`src/sv/bqf_pkg.sv`:
```
// shared types, register codes and sizes for the multichannel biquad filter
package bqf_pkg;

    localparam int BQF_MAX_CHANNELS = 8;
    localparam int BQF_DATA_W       = 32;
    localparam int BQF_CH_W         = 3;
    localparam int BQF_FRAC_W       = 5;
    localparam int BQF_ACC_W        = 64;
    localparam int BQF_CFG_IDX_W    = 3;

    // configuration register indexes
    localparam logic [BQF_CFG_IDX_W-1:0] CFG_B0   = 3'd0;
    localparam logic [BQF_CFG_IDX_W-1:0] CFG_B1   = 3'd1;
    localparam logic [BQF_CFG_IDX_W-1:0] CFG_B2   = 3'd2;
    localparam logic [BQF_CFG_IDX_W-1:0] CFG_A1   = 3'd3;
    localparam logic [BQF_CFG_IDX_W-1:0] CFG_A2   = 3'd4;
    localparam logic [BQF_CFG_IDX_W-1:0] CFG_FRAC = 3'd5;

    localparam logic [BQF_FRAC_W-1:0] FRAC_RESET = 5'd30;

    typedef struct packed {
        logic signed [BQF_DATA_W-1:0] sample_in;
        logic        [BQF_CH_W-1:0]   channel;
    } bqf_in_t;

    typedef struct packed {
        logic signed [BQF_DATA_W-1:0] sample_out;
        logic        [BQF_CH_W-1:0]   channel_out;
        logic                         overflow;
    } bqf_out_t;

    typedef struct packed {
        logic signed [BQF_DATA_W-1:0] b0;
        logic signed [BQF_DATA_W-1:0] b1;
        logic signed [BQF_DATA_W-1:0] b2;
        logic signed [BQF_DATA_W-1:0] a1;
        logic signed [BQF_DATA_W-1:0] a2;
        logic        [BQF_FRAC_W-1:0] frac_bits;
    } bqf_coef_t;

    // per-channel history: two past inputs, two past outputs
    typedef struct packed {
        logic signed [BQF_DATA_W-1:0] x1;
        logic signed [BQF_DATA_W-1:0] x2;
        logic signed [BQF_DATA_W-1:0] y1;
        logic signed [BQF_DATA_W-1:0] y2;
    } bqf_hist_t;

endpackage

```
`src/sv/bqf_cfg_regs.sv`:
```
// coefficient and shift registers behind the configuration write port
module bqf_cfg_regs (
    input  logic                                 clk,
    input  logic                                 rst_n,
    input  logic                                 cfg_valid,
    input  logic [bqf_pkg::BQF_CFG_IDX_W-1:0]    cfg_index,
    input  logic [bqf_pkg::BQF_DATA_W-1:0]       cfg_data,
    output bqf_pkg::bqf_coef_t                   coef
);
    import bqf_pkg::*;

    // coefficients cleared, shift at its reset value
    localparam bqf_coef_t COEF_RESET = '{
        b0:        '0,
        b1:        '0,
        b2:        '0,
        a1:        '0,
        a2:        '0,
        frac_bits: FRAC_RESET
    };

    bqf_coef_t coef_reg;
    bqf_coef_t coef_next;

    always_comb
    begin
        coef_next = coef_reg;
        if (cfg_valid)
        begin
            case (cfg_index)
                CFG_B0:   coef_next.b0        = cfg_data;
                CFG_B1:   coef_next.b1        = cfg_data;
                CFG_B2:   coef_next.b2        = cfg_data;
                CFG_A1:   coef_next.a1        = cfg_data;
                CFG_A2:   coef_next.a2        = cfg_data;
                CFG_FRAC: coef_next.frac_bits = cfg_data[BQF_FRAC_W-1:0];
                default:  coef_next           = coef_reg;
            endcase
        end
    end

    always_ff @(posedge clk or negedge rst_n)
    begin
        if (!rst_n)
        begin
            coef_reg <= COEF_RESET;
        end
        else
        begin
            coef_reg <= coef_next;
        end
    end

    assign coef = coef_reg;

endmodule

```
`config.mk`:
```
export PLATFORM = sky130hd
export DESIGN_NAME = bqf_cfg_regs
export DESIGN_NICKNAME = d
export VERILOG_FILES = /design/src/sv/bqf_pkg.sv /design/src/sv/bqf_cfg_regs.sv
export SDC_FILE = /design/constraint.sdc
export NUM_CORES = 1
export LEC_CHECK = 0
export BUFFER_PORTS_ARGS = -buffer_cell sky130_fd_sc_hd__buf_2
export CAP_MARGIN = 20
export CELL_PAD_IN_SITES_DETAIL_PLACEMENT = 1
export CELL_PAD_IN_SITES_GLOBAL_PLACEMENT = 1
export CORE_MARGIN = 1
export CORE_UTILIZATION = 38
export CTS_CLUSTER_DIAMETER = 120
export CTS_CLUSTER_SIZE = 40
export DETAILED_ROUTE_END_ITERATION = 10
export PLACE_DENSITY = 0.76
export SLEW_MARGIN = 20
export SYNTH_ARGS = -nofsm -noshare
export SYNTH_HDL_FRONTEND = slang
export SYNTH_SLANG_ARGS = --single-unit
```
`constraint.sdc`:
```
create_clock -name clk -period 0.8 [get_ports clk]
set_input_delay 0.2 -clock clk [delete_from_list [all_inputs] [get_ports clk]]
set_output_delay 0.2 -clock clk [all_outputs]
set_load 0.01 [all_outputs]
```
-- After elaboration in Yosys (flattened, before gate mapping)
Cells that the tools add are included.
- flip-flop bits (word level): 165
- input bits: 38
- output and inout bits: 165
- word-level logic and storage cells: 18
- equality and inequality tests: 5
- reductions and logical operators: 7
- operator list (operator ; count):
    AND reduction 2 bit ; 6
    == test 3 x 2 -> 1 bit, second input constant ; 2
    == test 3 bit, second input constant ; 2
    == test 3 x 1 -> 1 bit, second input constant ; 1
    zero test 3 bit ; 1

-- Depth between registers and ports, before layout
Gate-level depths: netlist (run 1).
- depth after elaboration: 2
- gate-level depth with buffers: 4
- mapped depth without buffers: 2

-- Worst setup path before layout (run 1)
Ideal clock, no wire load.
- kind: input to register
- start: in cfg_index[1] in the netlist's numbering
- end: reg coef_reg (netlist bit coef[154])
- library setup time: 0.125 ns
- arrival: 1.127 ns
- required time: 0.675 ns
- slack: -0.452 ns
- stages on the path: 3
- buffers on the path: 1
- cells stage by stage: nor4b_4 > buf_6 > mux2_4
- word-level cells in the longest chain between the ends: 2
- ends and longest elaborated chain (what ; RTL line ; source):
    start: declaration ; bqf_cfg_regs.sv:6 ; input logic [bqf_pkg::BQF_CFG_IDX_W-1:0] cfg_index,
    zero test 3 bit ; bqf_cfg_regs.sv:30 ; case (cfg_index)
    AND reduction 2 bit (no line) ; - ;
    end signal: assignment ; bqf_cfg_regs.sv:50 ; coef_reg <= coef_next;
    end: declaration ; bqf_cfg_regs.sv:22 ; bqf_coef_t coef_reg;
Every way passes these cells.
A chain may end at the register's enable or synchronous reset.

-- Final worst setup path (run 1)
- start: reg coef_reg (netlist bit coef[2])
- end: out coef[2] in the netlist's numbering
- RTL lines (what ; RTL line ; source):
    end: declaration ; bqf_cfg_regs.sv:8 ; output bqf_pkg::bqf_coef_t coef
No word-level cell between the ends.

==> results of run 1 <==
-- cell usage after synthesis, drive strengths merged --
| cell type | count |
|---|---|
| buf | 18 |
| dfrtp | 161 |
| dfstp | 4 |
| mux2 | 165 |
| nand4b | 2 |
| nor4b | 1 |
| nor4bb | 3 |
-- power groups by stage --
stage	Clock [mW]	Combinational (mW)	Sequential, mW
floorplan	0	2.47	12.2
global placement	0	6.06	11.3
detailed placement	0	6.29	11.4
CTS	9.44	8.43	11.3
global route	9.83	10.3	11.8
finish	9.40	9.80	11.6
-- metrics by stage --
stage / util [%] / instance area, um^2
finish: 64.9 / 10800
global route: 64.9 / 10800
CTS: 61.5 / 10200
detailed placement: 48.8 / 8120
global placement: 48.8 / 8120
floorplan: - / 6740
-- path summary, 6_finish.rpt --
check	from	end	slack, ps	cells after the start
worst min-delay path	cfg_data[30]	coef[35]$_DFFE_PN0P_	80	2
max in group asynchronous	rst_n	coef[130]$_DFFE_PN0P_	100	3
worst min register to register	coef[66]$_DFFE_PN0P_	coef[66]$_DFFE_PN0P_	500	1
worst max register to register	coef[106]$_DFFE_PN0P_	coef[106]$_DFFE_PN0P_	-300	3
worst max-delay path	coef[2]$_DFFE_PN1P_	coef[2]	-490	1
min in group asynchronous	rst_n	coef[135]$_DFFE_PN0P_	170	2
-- cells by family (layout without fill, tap and decap cells) --
logic type | count (synthesis) | after routing | share of synthesized area [%]
DFF | 165 | 165 | 63.8
muxes | 165 | 165 | 31.6
and+or+nand+nor | 6 | 6 | 1.20
buffers and inverters | 18 | 391 | 3.47
-- layout make-up --
class                           count  share of cell area (%)
Multi-Input combinational cell    171                    24.0
Clock inverter                     15                    2.22
Tap cell                          220                    2.55
Timing Repair Buffer              359                    29.0
Sequential cell                   165                    38.3
Clock buffer                       17                    3.94
-- routing by layer --
layer | GRT usage, % | share of wire (%) | vias up
met2 | 41.9 | 52 | 160
met1 | 31.5 | 41 | 2442
met3 | 6.32 | 5.3 | 28
li1 | - | - | 1979
met4 | 6.83 | 1.9 | 0
met5 | 0 | 0 | -
-- timing repair --
action / in CTS / in global routing
hold endpoints to repair: 164 / 0
hold buffers: 1 / 0
buffers inserted: 89 / 68
gates resized for setup: 111 / 85
setup endpoints to repair: 325 / 325
pin swaps: 4 / 5
cloned: 10 / 3
==> impl.org, run 1 <==
** Global route
- Largest net degree at the start of global routing :: 47
- After global routing the overflow that remains totals 0.
- GRT Total Usage :: 24.8%
- The via count of the first global-routing pass is 5130.
- The first global-routing pass estimated 32100 um of wire.
- Initial antenna violation count :: 0

** STA
- For the pin with the worst max-slew slack, the measured transition is 260 ps.
- Setup violations remaining at the end of the flow were counted as 325.
- Shortest clock period the worst path allows after layout :: 1290 ps
- Endpoints failing hold :: 0
- Skew final :: 0 ps
- Worst hold margin :: 76.3 ps
- Accumulated negative setup slack :: -92090 ps
- Headroom to the max-slew limit came out at 82.7%.
- Final period util :: 162%
- Number of max-slew violations in the final report :: 0
- Setup repair after global routing missed its margin :: true
- For this run, the top clock speed supported by timing is 772 MHz.
- Setup slack of the critical path after layout :: -495 ps

** Power
- The internal portion of the total power is 22.1 mW.
- IR analysis of the VDD net gives a maximum drop of 1.53 mV.
- Combinational logic is responsible for 31.8% of the overall power.
- Net switching is 28.3% of the power.
- Sequential share of power :: 37.7%
- Share of power burned in the clock network :: 30.5%
- Total power per unit cell area :: 2850 nW/um^2
- The design draws 30.8 mW.
- Switching power :: 8.72 mW
- For this design the static power due to leakage is 5.47 nW.

** Synthesis
- Synthesized area per cell :: 18.3 um^2
- The biggest area contributor in the post-synthesis netlist is sky130_fd_sc_hd__dfrtp_1.
- Synthesis produced 354 cells.
- Area fraction of the dominant cell type after synthesis :: 62.2%
- Counting flops and latches in the post-synthesis netlist gives 165.
- Warnings from Yosys :: 0
- In this run, distinct cell masters in the synthesized netlist total 13.
- Main area contributors after synthesis :: sky130_fd_sc_hd__dfrtp_1, sky130_fd_sc_hd__mux2_2, sky130_fd_sc_hd__mux2_4
- After synthesis the cells add up to 6480 um^2.
- After synthesis, flip-flops and latches occupy 63.8% of the total area.
- The number of nets in the synthesized netlist is 392.

** Routing
- Routed vias/inst :: 4.87
- The detail route stage leaves a number of antenna-violating nets equal to 0.
- Before antenna repair, the detailed router went through 4 iterations.
- Average detailed-routed wire length per instance :: 24.5 um
- The routed layout has 4609 vias.
- The first routing iteration left 164 violations.
- Final wirelength :: 23200 um
- For this run, design rule violations remaining after detail routing come to 0.

** Worst setup path
- Endpoint class of the critical path :: primary output
- The kind of cell with the highest combined delay along the critical path is flip-flops.
- Critical path arrival :: 1090 ps
- Slowest cell on crit path :: sky130_fd_sc_hd__dfstp_2
- The critical path is of the reg -> out type.
- Data on the critical path is required at its endpoint by 600 ps.
- Of all nets on the critical path, the largest fanout is 2.
- Walking the worst path, the cells encountered are buf_6.
- The largest single stage delay on the critical path is 560 ps.
- Startpoint kind of the worst setup timing path :: flip-flop
- Buf/Inv on CP :: 1

** Placement
- Global placement routability congestion :: 0.750
- Placed cells :: 780
- Pre-CTS WS :: -788 ps
- Port buffer count :: 202
- Placed wire-length estimate :: 11900 um

** Clocking
- TritonCTS clock tree :: built
- Clk Tree Root Cell :: sky130_fd_sc_hd__clkbuf_16
- Clock Path Buffers :: 2
- At the later pin of the worst-skew pair, clock insertion delay measures 420 ps.
- The H-tree was split into 4 levels.
- Buffers inserted during clock tree synthesis total 17.
- Count of clock tree sinks :: 165
- Clock-pin slew on the worst setup and hold paths :: 70 ps

** Run status
- Run status :: finished with violations
- The checks that failed: negative setup slack.

** Floorplanning
- The die is 133 um wide.
- The floorplan step defined a core boundary enclosing 16600 um^2.
- Once the floorplan was initialized, standard cells occupied 39.0% of the core.
- 203 I/O pins were placed.
- The initialized floorplan defines 47 standard-cell rows.
- Die ar. :: 17600 um^2
- The floorplan step set the die height to 133 um.

** Flow run
- The tool flagged a number of max-cap violations equal to 0.

** Final layout
- Filler Cells Inserted :: 1527
- Post-layout instance count excluding filler cells :: 947
- The library cell used most frequently in the layout, excluding fill and tap cells, is sky130_fd_sc_hd__dfrtp_1.
- The library cells used most frequently in the layout, excluding fill and tap cells, are sky130_fd_sc_hd__dfrtp_1, sky130_fd_sc_hd__mux2_4, sky130_fd_sc_hd__buf_2.
- Number of flip-flops in the largest register :: 165
- Net count, final :: 752
- The number of antenna diodes in the final layout is 0.
- Relative to the synthesized area, the layout overhead comes to 66.6%.
- In the final layout, the share of cells above drive strength 1 is 77.6%.
- Footprint of the multi-input gates :: 2590 um^2
- The sequential cells in the finished layout cover a total of 4130 um^2.

** Worst hold path
- The min-delay analysis places its worst path in the category in -> reg.
Power figures use the tool's default switching activity.
==> run 2: changes to the inputs <==
--- a/config.mk
+++ b/config.mk
@@ -5,16 +5,16 @@
 export SDC_FILE = /design/constraint.sdc
 export NUM_CORES = 1
 export LEC_CHECK = 0
-export BUFFER_PORTS_ARGS = -buffer_cell sky130_fd_sc_hd__buf_2
 export CAP_MARGIN = 20
 export CELL_PAD_IN_SITES_DETAIL_PLACEMENT = 1
 export CELL_PAD_IN_SITES_GLOBAL_PLACEMENT = 1
 export CORE_MARGIN = 1
-export CORE_UTILIZATION = 38
+export CORE_UTILIZATION = 46
 export CTS_CLUSTER_DIAMETER = 120
 export CTS_CLUSTER_SIZE = 40
 export DETAILED_ROUTE_END_ITERATION = 10
-export PLACE_DENSITY = 0.76
+export DONT_BUFFER_PORTS = 1
+export PLACE_DENSITY = 0.74
 export SLEW_MARGIN = 20
 export SYNTH_ARGS = -nofsm -noshare
 export SYNTH_HDL_FRONTEND = slang
==> run 2 against run 1 <==
Compared with the run above: the flow now stops in clock tree synthesis (4_1_cts); synthesized area unchanged; synthesized cell count is the same.
==> impl.org, run 2 <==
** Run status
- Run status :: stopped before the end
- It got as far as clock tree synthesis (4_1_cts) and failed there.
- Err :: [ERROR DPL-0033] detailed placement checks failed during check placement.

** Synthesis
- Ranked by instance count, the synthesized netlist is headed by sky130_fd_sc_hd__dfrtp_1, sky130_fd_sc_hd__mux2_2, sky130_fd_sc_hd__mux2_4, sky130_fd_sc_hd__buf_12, sky130_fd_sc_hd__buf_6.
- Top_reg_cell synth :: sky130_fd_sc_hd__dfrtp_1
- The flip-flop and latch count after synthesis came to 165 (unchanged).
- Total nets after synthesis :: 392 (unchanged)
- Area fraction of the dominant cell type after synthesis :: 62.2% (unchanged)
- Count of unique library cells instantiated by Yosys :: 13 (unchanged)
- The number of standard cells after synthesis was 354 (unchanged).
- Post-synthesis cell type with the largest combined area :: sky130_fd_sc_hd__dfrtp_1
- Main area contributors after synthesis :: sky130_fd_sc_hd__dfrtp_1, sky130_fd_sc_hd__mux2_2, sky130_fd_sc_hd__mux2_4
- Synthesized area per cell :: 18.3 um^2 (unchanged)
- Warnings from Yosys :: 0 (unchanged)
- Count of flip-flops with a built-in enable after synthesis :: 0 (unchanged)
- The part of the Yosys area used for sequential elements was 63.8% (unchanged).
- Share of flip-flops with an asynchronous set or reset :: 100% (unchanged)
- Yosys instantiated no cell more often than sky130_fd_sc_hd__dfrtp_1.
- Synthesized cell area :: 6480 um^2 (unchanged)

** Placement
- The port buffer count was 0 (-100%).
- Placed wire-length estimate :: 11000 um (-7.2%)
- Placed cells :: 687 (-12%)
- Post-DP Area :: 8130 um^2 (about the same)
- Global placement routability congestion :: 0.755 (+0.71%)
- The minimum setup slack after placement is -572 ps (+216 ps).

** Floorplanning
- Die height :: 121 um (-9.0%)
- The die outline width came to 121 um (-9.0%).
- Number of placement rows :: 43 (-8.5%)
- Top-level I/O count :: 203 (unchanged)
- Starting utilization of the core area :: 46.9% (+7.9 points)

** Clocking
- The number of hold-repair buffers added at the cts stage is 32 (+31).
- Number of buffers created by CTS :: 17 (unchanged)
- The buffer depth of the longest clock path is 2 (unchanged).
- Post CTS Setup Buffer Count :: 109 (+22%)
- Clk Tree Root Cell :: sky130_fd_sc_hd__clkbuf_16
- Number of H-tree branching levels :: 4 (unchanged)
- # resized after CTS :: 247 (+120%)
- Count of clock tree sinks :: 165 (unchanged)
-- run 2: cell counts after synthesis --
Identical to the previous run, type by type.
-- run 2: logic make-up after synthesis --
family                 count (synthesis)  synth area share [%]
multiplexers                         165                  31.6
flip-flops                           165                  63.8
buffers and inverters                 18                  3.47
AND/OR/NAND/NOR                        6                  1.20
-- run 2: through the flow --
stage	hold WS, ps	util [%]
3_5_place_dp	-93.8	58.8
3_3_place_gp	-92.9	58.8
2_1_floorplan	-95.6	-
==> run 3: changes to the inputs <==
==> config.mk (replaced) <==
export PLATFORM = sky130hd
export DESIGN_NAME = bqf_cfg_regs
export DESIGN_NICKNAME = d
export VERILOG_FILES = /design/src/sv/bqf_pkg.sv /design/src/sv/bqf_cfg_regs.sv
export SDC_FILE = /design/constraint.sdc
export NUM_CORES = 1
export LEC_CHECK = 0
export CAP_MARGIN = 20
export CORE_MARGIN = 1
export CORE_UTILIZATION = 34
export DETAILED_ROUTE_END_ITERATION = 10
export DONT_BUFFER_PORTS = 1
export PLACE_DENSITY_LB_ADDON = 0.15
export SLEW_MARGIN = 20
export SYNTH_ARGS = -nofsm -noshare
export SYNTH_HDL_FRONTEND = slang
export SYNTH_SLANG_ARGS = --single-unit
==> constraint.sdc (replaced) <==
create_clock -name clk -period 1.05 [get_ports clk]
set_input_delay 0.2625 -clock clk [delete_from_list [all_inputs] [get_ports clk]]
set_output_delay 0.2625 -clock clk [all_outputs]
set_load 0.01 [all_outputs]
==> run 3 against run 2 <==
Compared with the run above: the flow now finishes, with violations (negative hold slack, negative setup slack).
==> impl.org, run 3 (synthesis gave the netlist of run 1 again) <==
** Run status
- Run status :: finished with violations
- The final reports fail on negative hold slack, negative setup slack.

** Floorplanning
- The number of top-level pins is 203 (unchanged).
- Width of the die :: 140 um (+16%)
- The effective utilization at floorplan is 34.7% (-12 points).
- Die ar. :: 19600 um^2
- Die height :: 140 um (+16%)
- Number of placement rows :: 50 (+16%)
- Standard cell core area :: 18700 um^2

** Power
- The completed layout was analyzed and its total power is 18.4 mW.
- Leakage Power :: 3.55 nW
- The worst-case IR drop observed on VDD is 1.03 mV.
- Total power per unit cell area :: 2310 nW/um^2

** Routing
- Number of detailed-routing iterations run before antenna repair :: 4
- Final routed DRC violation total :: 0
- Routed vias/inst :: 4.94
- In this run the remaining antenna-violating nets after routing total 0.
- The detailed router finished its first iteration with 79 violations.
- Final wirelength :: 14800 um
- Number of vias in the routed layout :: 3198
- In the final routed layout, each cell accounts on average for 22.9 um.

** STA
- Worst hold margin :: -462 ps
- After layout, the minimum clock period comes to 1250 ps.
- The count of pins over their slew limit is 0.
- Skew final :: 0 ps
- In this run the tightest slew margin relative to its limit is 75.0%.
- Fmax achieved :: 803 MHz
- Setup Viol. Count Final :: 165
- Once routing completed, OpenROAD measured the worst setup slack at -196 ps.
- The total count of hold-check failures in the final report came to 165.
- Setup repair after global routing could not meet its margin everywhere.
- The final critical path takes up 119% of the cycle.
- For the pin with the worst max-slew slack, the measured transition is 375 ps.

** Worst setup path
- Endpoint class of the critical path :: primary output
- STA classifies the critical path startpoint as a flip-flop.
- Data arrives at the worst endpoint at 980 ps.
- Critical-path maximum fanout :: 2
- Data on the critical path is required at its endpoint by 790 ps.
- For the worst flop-to-flop path, the logic depth is 1.
- The setup path with the least slack is of type reg -> out.
- The critical path runs through a total of 0 cells.

** Flow run
- # Max-Cap Violations :: 0

** Placement
- The placer's final routability congestion estimate came to 0.711 (-5.8%).
- Placed wire-length estimate :: 9440 um (-14%)
- Pre-CTS WS :: -382 ps (+190 ps)
- The port buffer count came to 0 (unchanged).
- Post-DP Area :: 7020 um^2 (-14%)

** Final layout
- Filler Cells Inserted :: 1694
- Most frequent cells in the layout :: sky130_fd_sc_hd__dfrtp_1, sky130_fd_sc_hd__mux2_4, sky130_fd_sc_hd__mux2_2
- Leaving out fill and tap cells, the most frequent cell in the layout is sky130_fd_sc_hd__dfrtp_1.
- The area growth from synthesis to layout is 23.1%.
- Net count, final :: 438
- Footprint of the multi-input gates :: 2390 um^2
- Cell area after layout :: 7980 um^2
- Sequential standard cell area :: 4150 um^2
- Fraction of final layout cells with drive strength greater than 1 :: 55.2%
- Number of flip-flops in the largest register :: 165

** Clocking
- Number of H-tree branching levels :: 4 (unchanged)
- After clock tree synthesis, the clock-pin slew on the worst setup and hold paths is 70 ps.
- Clock Path Buffers :: 2 (unchanged)
- The number of hold-repair buffers added at the cts stage came to 32 (unchanged).
- The total clock sinks is 165 (unchanged).
- Number of buffers created by CTS :: 17 (unchanged)
- Clk Tree Root Cell :: sky130_fd_sc_hd__clkbuf_16
- TritonCTS clock tree :: built
- Clock latency reported for the late side of the worst-skew pair :: 410 ps
- The post-CTS setup buffer count is 0 (-100%).

** Global route
- Wire length of the first global-routing pass :: 23200 um
- For this run, the total global-route usage over all layers was measured as 15.8%.
- Entering global routing, the biggest net connects 166 pins.
- Number of global-route vias before repair :: 3629
- Initial antenna violation count :: 1
- Overflow left after global routing :: 0

** Worst hold path
- Worst hold-check path type :: in -> async
run 3: area by class of cell:
class / count / area share, %
sequential: 165 / 52.0
clock inverter: 10 / 1.79
clock buffer: 22 / 6.07
multi-input combinational: 171 / 30.0
antenna: 1 / 0.0314
tap: 234 / 3.67
timing repair buffer: 45 / 6.49
run 3: power by group:
part	switching (mW)	leakage [nW]	internal, mW	total, mW
registers	1.85	1.96	7.81	9.66
logic	0.530	1.28	1.68	2.21
clock network	2.52	0.307	4.02	6.54
total	4.90	3.55	13.5	18.4
run 3: final timing paths:
check | from | end | slack (ps)
worst max-delay path | coef[2]$_DFFE_PN1P_ | coef[2] | -200
worst min-delay path | rst_n | coef[55]$_DFFE_PN0P_ | -460
worst max register to register | coef[131]$_DFFE_PN0P_ | coef[131]$_DFFE_PN0P_ | 210
worst min register to register | coef[64]$_DFFE_PN0P_ | coef[64]$_DFFE_PN0P_ | 580
max in group asynchronous | rst_n | coef[1]$_DFFE_PN1P_ | 1230
min in group clk | cfg_index[0] | coef[3]$_DFFE_PN1P_ | 260
run 3: routing by layer:
layer / global-route usage, % / part of all wire (%) / wire length (um) / vias up
li1: - / - / - / 1348
met2: 23.3 / 44 / 6550 / 143
met1: 20.3 / 45 / 6690 / 1691
met3: 7.52 / 9.5 / 1400 / 16
met5: 0 / 0 / 0 / -
met4: 5.55 / 1.2 / 178 / 0
run 3: timing repair:
item                                    4_1_cts  5_1_grt
gates resized for setup                       0       10
pin swaps                                     0        0
hold endpoints to repair                    330      165
endpoints found under the setup margin      165      165
run 3: stage by stage:
stage               utilization [%]  TNS [ps]  std cells
floorplan                         -    -29640        354
global placement               37.5    -42720        583
detailed placement             37.5    -42450        583
CTS                            42.6    -13420        647
global route                   42.7    -15500        648
finish                         42.7     -8960        648
==> run 4: changes to the inputs <==
--- a/config.mk
+++ b/config.mk
@@ -6,10 +6,11 @@
 export NUM_CORES = 1
 export LEC_CHECK = 0
 export CAP_MARGIN = 20
-export CORE_MARGIN = 1
+export CORE_MARGIN = 2
 export CORE_UTILIZATION = 34
 export DETAILED_ROUTE_END_ITERATION = 10
 export DONT_BUFFER_PORTS = 1
+export MAX_ROUTING_LAYER = met4
 export PLACE_DENSITY_LB_ADDON = 0.15
 export SLEW_MARGIN = 20
 export SYNTH_ARGS = -nofsm -noshare
==> run 4 against run 3 <==
Compared with the run above: the run still ends with negative hold slack, negative setup slack left; critical path depth stayed put; highest routed layer unchanged; clock power is 2% lower; largest cell class unchanged; largest power group unchanged; flip-flop and latch count stayed put.
==> impl.org, run 4 (synthesis gave the netlist of run 1 again) <==
** Run status
- Run status :: finished with violations
- Violated checks :: negative hold slack, negative setup slack

** Final layout
- Most frequent cells in the layout :: sky130_fd_sc_hd__dfrtp_1, sky130_fd_sc_hd__mux2_4, sky130_fd_sc_hd__mux2_2
- The non-filler instance count after layout came to 644 (-0.62%).
- The number of flip-flops under the largest register name was 165 (unchanged).
- Layout overhead on the synthesized area :: 22.3%
- Antenna diode count :: 0 (-1)
- Most common cell after layout, fill and taps aside :: sky130_fd_sc_hd__dfrtp_1
- The share of layout cells above drive strength 1 came to 55.1% (-0.084 points).
- Net count, final :: 435 (-0.68%)

** Routing
- Final routed DRC violation total :: 0 (unchanged)
- The mean routed wirelength per cell was 23.2 um (+1.4%).
- The number of DRC violations after detailed-routing iteration 0 is 102 (+29%).
- Routed vias/inst :: 4.99 (+1.0%)
- The residual antenna-violating net count after detailed routing was 0 (unchanged).
- Number of vias in the routed layout :: 3211 (+0.41%)
- Number of detailed-routing iterations run before antenna repair :: 4 (unchanged)
- The routed wire length came to 14900 um (+0.79%).

** Worst setup path
- Worst Reg-to-Reg Cells :: 1 (unchanged)
- The arrival time at the worst endpoint came to 980 ps (about the same).
- The register-to-register setup slack was 200 ps (about the same).
- Crit Path Category :: reg -> out
- The critical path ends at coef[3].
- Endpoint class of the critical path :: primary output
- Critical-path maximum fanout :: 2 (unchanged)
- The most critical setup path has its startpoint at coef[3]$_DFFE_PN1P_.
- The total stage count of the critical path came to 0 (unchanged).
- Startpoint kind of the worst setup timing path :: flip-flop
- Worst R2R End :: coef[100]$_DFFE_PN0P_
- Required time at the worst-slack endpoint :: 790 ps (about the same)
- The startpoint identified for the worst register-to-register timing path is coef[100]$_DFFE_PN0P_.

** Floorplanning
- Standard cell core area :: 18700 um^2 (unchanged)
- Die height :: 142 um (+1.4%)
- Die ar. :: 20200 um^2 (+2.9%)
- The number of core rows came to 50 (unchanged).
- The number of top-level pins came to 203 (unchanged).
- The effective utilization at floorplan was 34.7% (unchanged).
- Width of the die :: 142 um (+1.4%)

** Clocking
- Hold-fix buffers, CTS :: 32 (unchanged)
- TritonCTS built the clock tree.
- The post-CTS clock slew at the launch and capture registers of the worst setup and hold paths is 60 ps (about the same).
- Count of clock tree sinks :: 165 (unchanged)
- Clock Path Buffers :: 2 (unchanged)
- The number of clock buffers inserted by TritonCTS came to 17 (unchanged).
- The maximum level of the CTS H-tree came to 4 (unchanged).
- Clk Tree Root Cell :: sky130_fd_sc_hd__clkbuf_16
- Clock latency reported for the late side of the worst-skew pair :: 410 ps (about the same)
- Post CTS Setup Buffer Count :: 0 (unchanged)

** Power
- The leakage component of the power is 3.52 nW (-0.85%).
- Total power per unit cell area :: 2310 nW/um^2 (+0.18%)
- The total power is 18.3 mW (-0.50%).
- Max rail drop VDD :: 1.04 mV (+1.2%)

** Placement
- The port buffer count was 0 (unchanged).
- Placed wire-length estimate :: 9270 um (-1.8%)
- Global placement routability congestion :: 0.711 (about the same)
- Placed cells :: 580 (-0.51%)
- Pre-CTS WS :: -361 ps (+20.9 ps)

** Global route
- Overflow left after global routing :: 0 (unchanged)
- The overall fraction of global-route tracks in use is 15.4% (-0.45 points).
- Number of global-route vias before repair :: 3513 (-3.2%)
- The first-pass GRT wire length was 22500 um (-3.1%).
- The number of antenna violations at the first check in global routing came to 0 (-1).
- Largest net degree at the start of global routing :: 166 (unchanged)

** STA
- Number of max-slew violations in the final report :: 0 (unchanged)
- Accumulated negative setup slack :: -8750 ps (+211 ps)
- Setup slack of the critical path after layout :: -195 ps (+0.501 ps)
- Setup Viol. Count Final :: 165 (unchanged)
- The maximum achievable frequency is 803 MHz (about the same).
- The part of the cycle the worst path needs came to 119% (about the same).
- The slew of the pin with the lowest slew margin was 521 ps (+147 ps).
- Shortest clock period the worst path allows after layout :: 1250 ps (-0.501 ps)
- The clock tree skew after final layout was 0 ps (unchanged).
- The total count of hold-check failures in the final report is 165 (unchanged).
- Slew HR :: 65.2% (-9.7 points)
- Worst hold margin :: -456 ps (+5.72 ps)
- Setup repair after global routing missed its margin :: true

** Worst hold path
- The min-delay analysis places its worst path in the category in -> async.

** Flow run
- The max-capacitance violation count was 0 (unchanged).
-- run 4: cell types whose count changed in the layout (fill, tap and decap cells not counted) --
| cell | change |
|---|---|
| sky130_fd_sc_hd__clkinv_4 | -1 |
| sky130_fd_sc_hd__diode_2 | -1 |
| sky130_fd_sc_hd__inv_6 | +1 |
| sky130_fd_sc_hd__clkbuf_1 | +1 |
| sky130_fd_sc_hd__buf_12 | -1 |
| sky130_fd_sc_hd__dfrtp_2 | +2 |
| sky130_fd_sc_hd__buf_4 | -2 |
| sky130_fd_sc_hd__dfrtp_1 | -2 |
| sky130_fd_sc_hd__clkbuf_8 | -2 |
| sky130_fd_sc_hd__clkinv_2 | +1 |
-- run 4: power breakdown --
part           switching (mW)  internal, mW
Clock                    2.55          3.89
Combinational           0.525          1.67
Sequential               1.87          7.82
Total                    4.94          13.4
-- run 4: area by class of cell --
cell class / count / area, um^2
Fill cell: 1678 / 10800
Sequential cell: 165 / 4150
Multi-Input combinational cell: 171 / 2390
Timing Repair Buffer: 42 / 483
Clock buffer: 21 / 460
Tap cell: 234 / 293
Clock inverter: 11 / 148
-- run 4: per-layer routing --
metal | track usage, % | part of all wire (%) | wire (um) | vias to the layer above
li1 | - | - | - | 1346
met1 | 19.3 | 44 | 6520 | 1723
met2 | 22.8 | 46 | 6910 | 130
met3 | 6.63 | 8.8 | 1310 | 12
met4 | 4.37 | 1.3 | 190 | 0
met5 | - | 0 | 0 | -
-- run 4: repair_timing --
item	CTS	global route
gates cloned	0	0
endpoints found under the hold margin	330	165
setup endpoints to repair	165	165
resized for setup	5	7
-- run 4: per-stage QoR --
step                      util (%)  hold slack (ps)  area [um^2]
after CTS                     42.3             -485         7920
after detailed placement      37.3            -28.0         6980
after global routing          42.4             -498         7930
after global placement        37.3            -28.5         6980
final                         42.4             -456         7930
after floorplan                  -            -33.1         6730
-- run 4: worst min path at each step --
stage / endpoint / from / cells after the start
2_1_floorplan: coef[0]$_DFFE_PN0P_ / rst_n / 0
3_3_place_gp: coef[19]$_DFFE_PN0P_ / rst_n / 0
3_5_place_dp: coef[116]$_DFFE_PN0P_ / rst_n / 0
4_1_cts: coef[19]$_DFFE_PN0P_ / rst_n / 0
5_1_grt: coef[83]$_DFFE_PN0P_ / rst_n / 0
6_report: coef[19]$_DFFE_PN0P_ / rst_n / 0
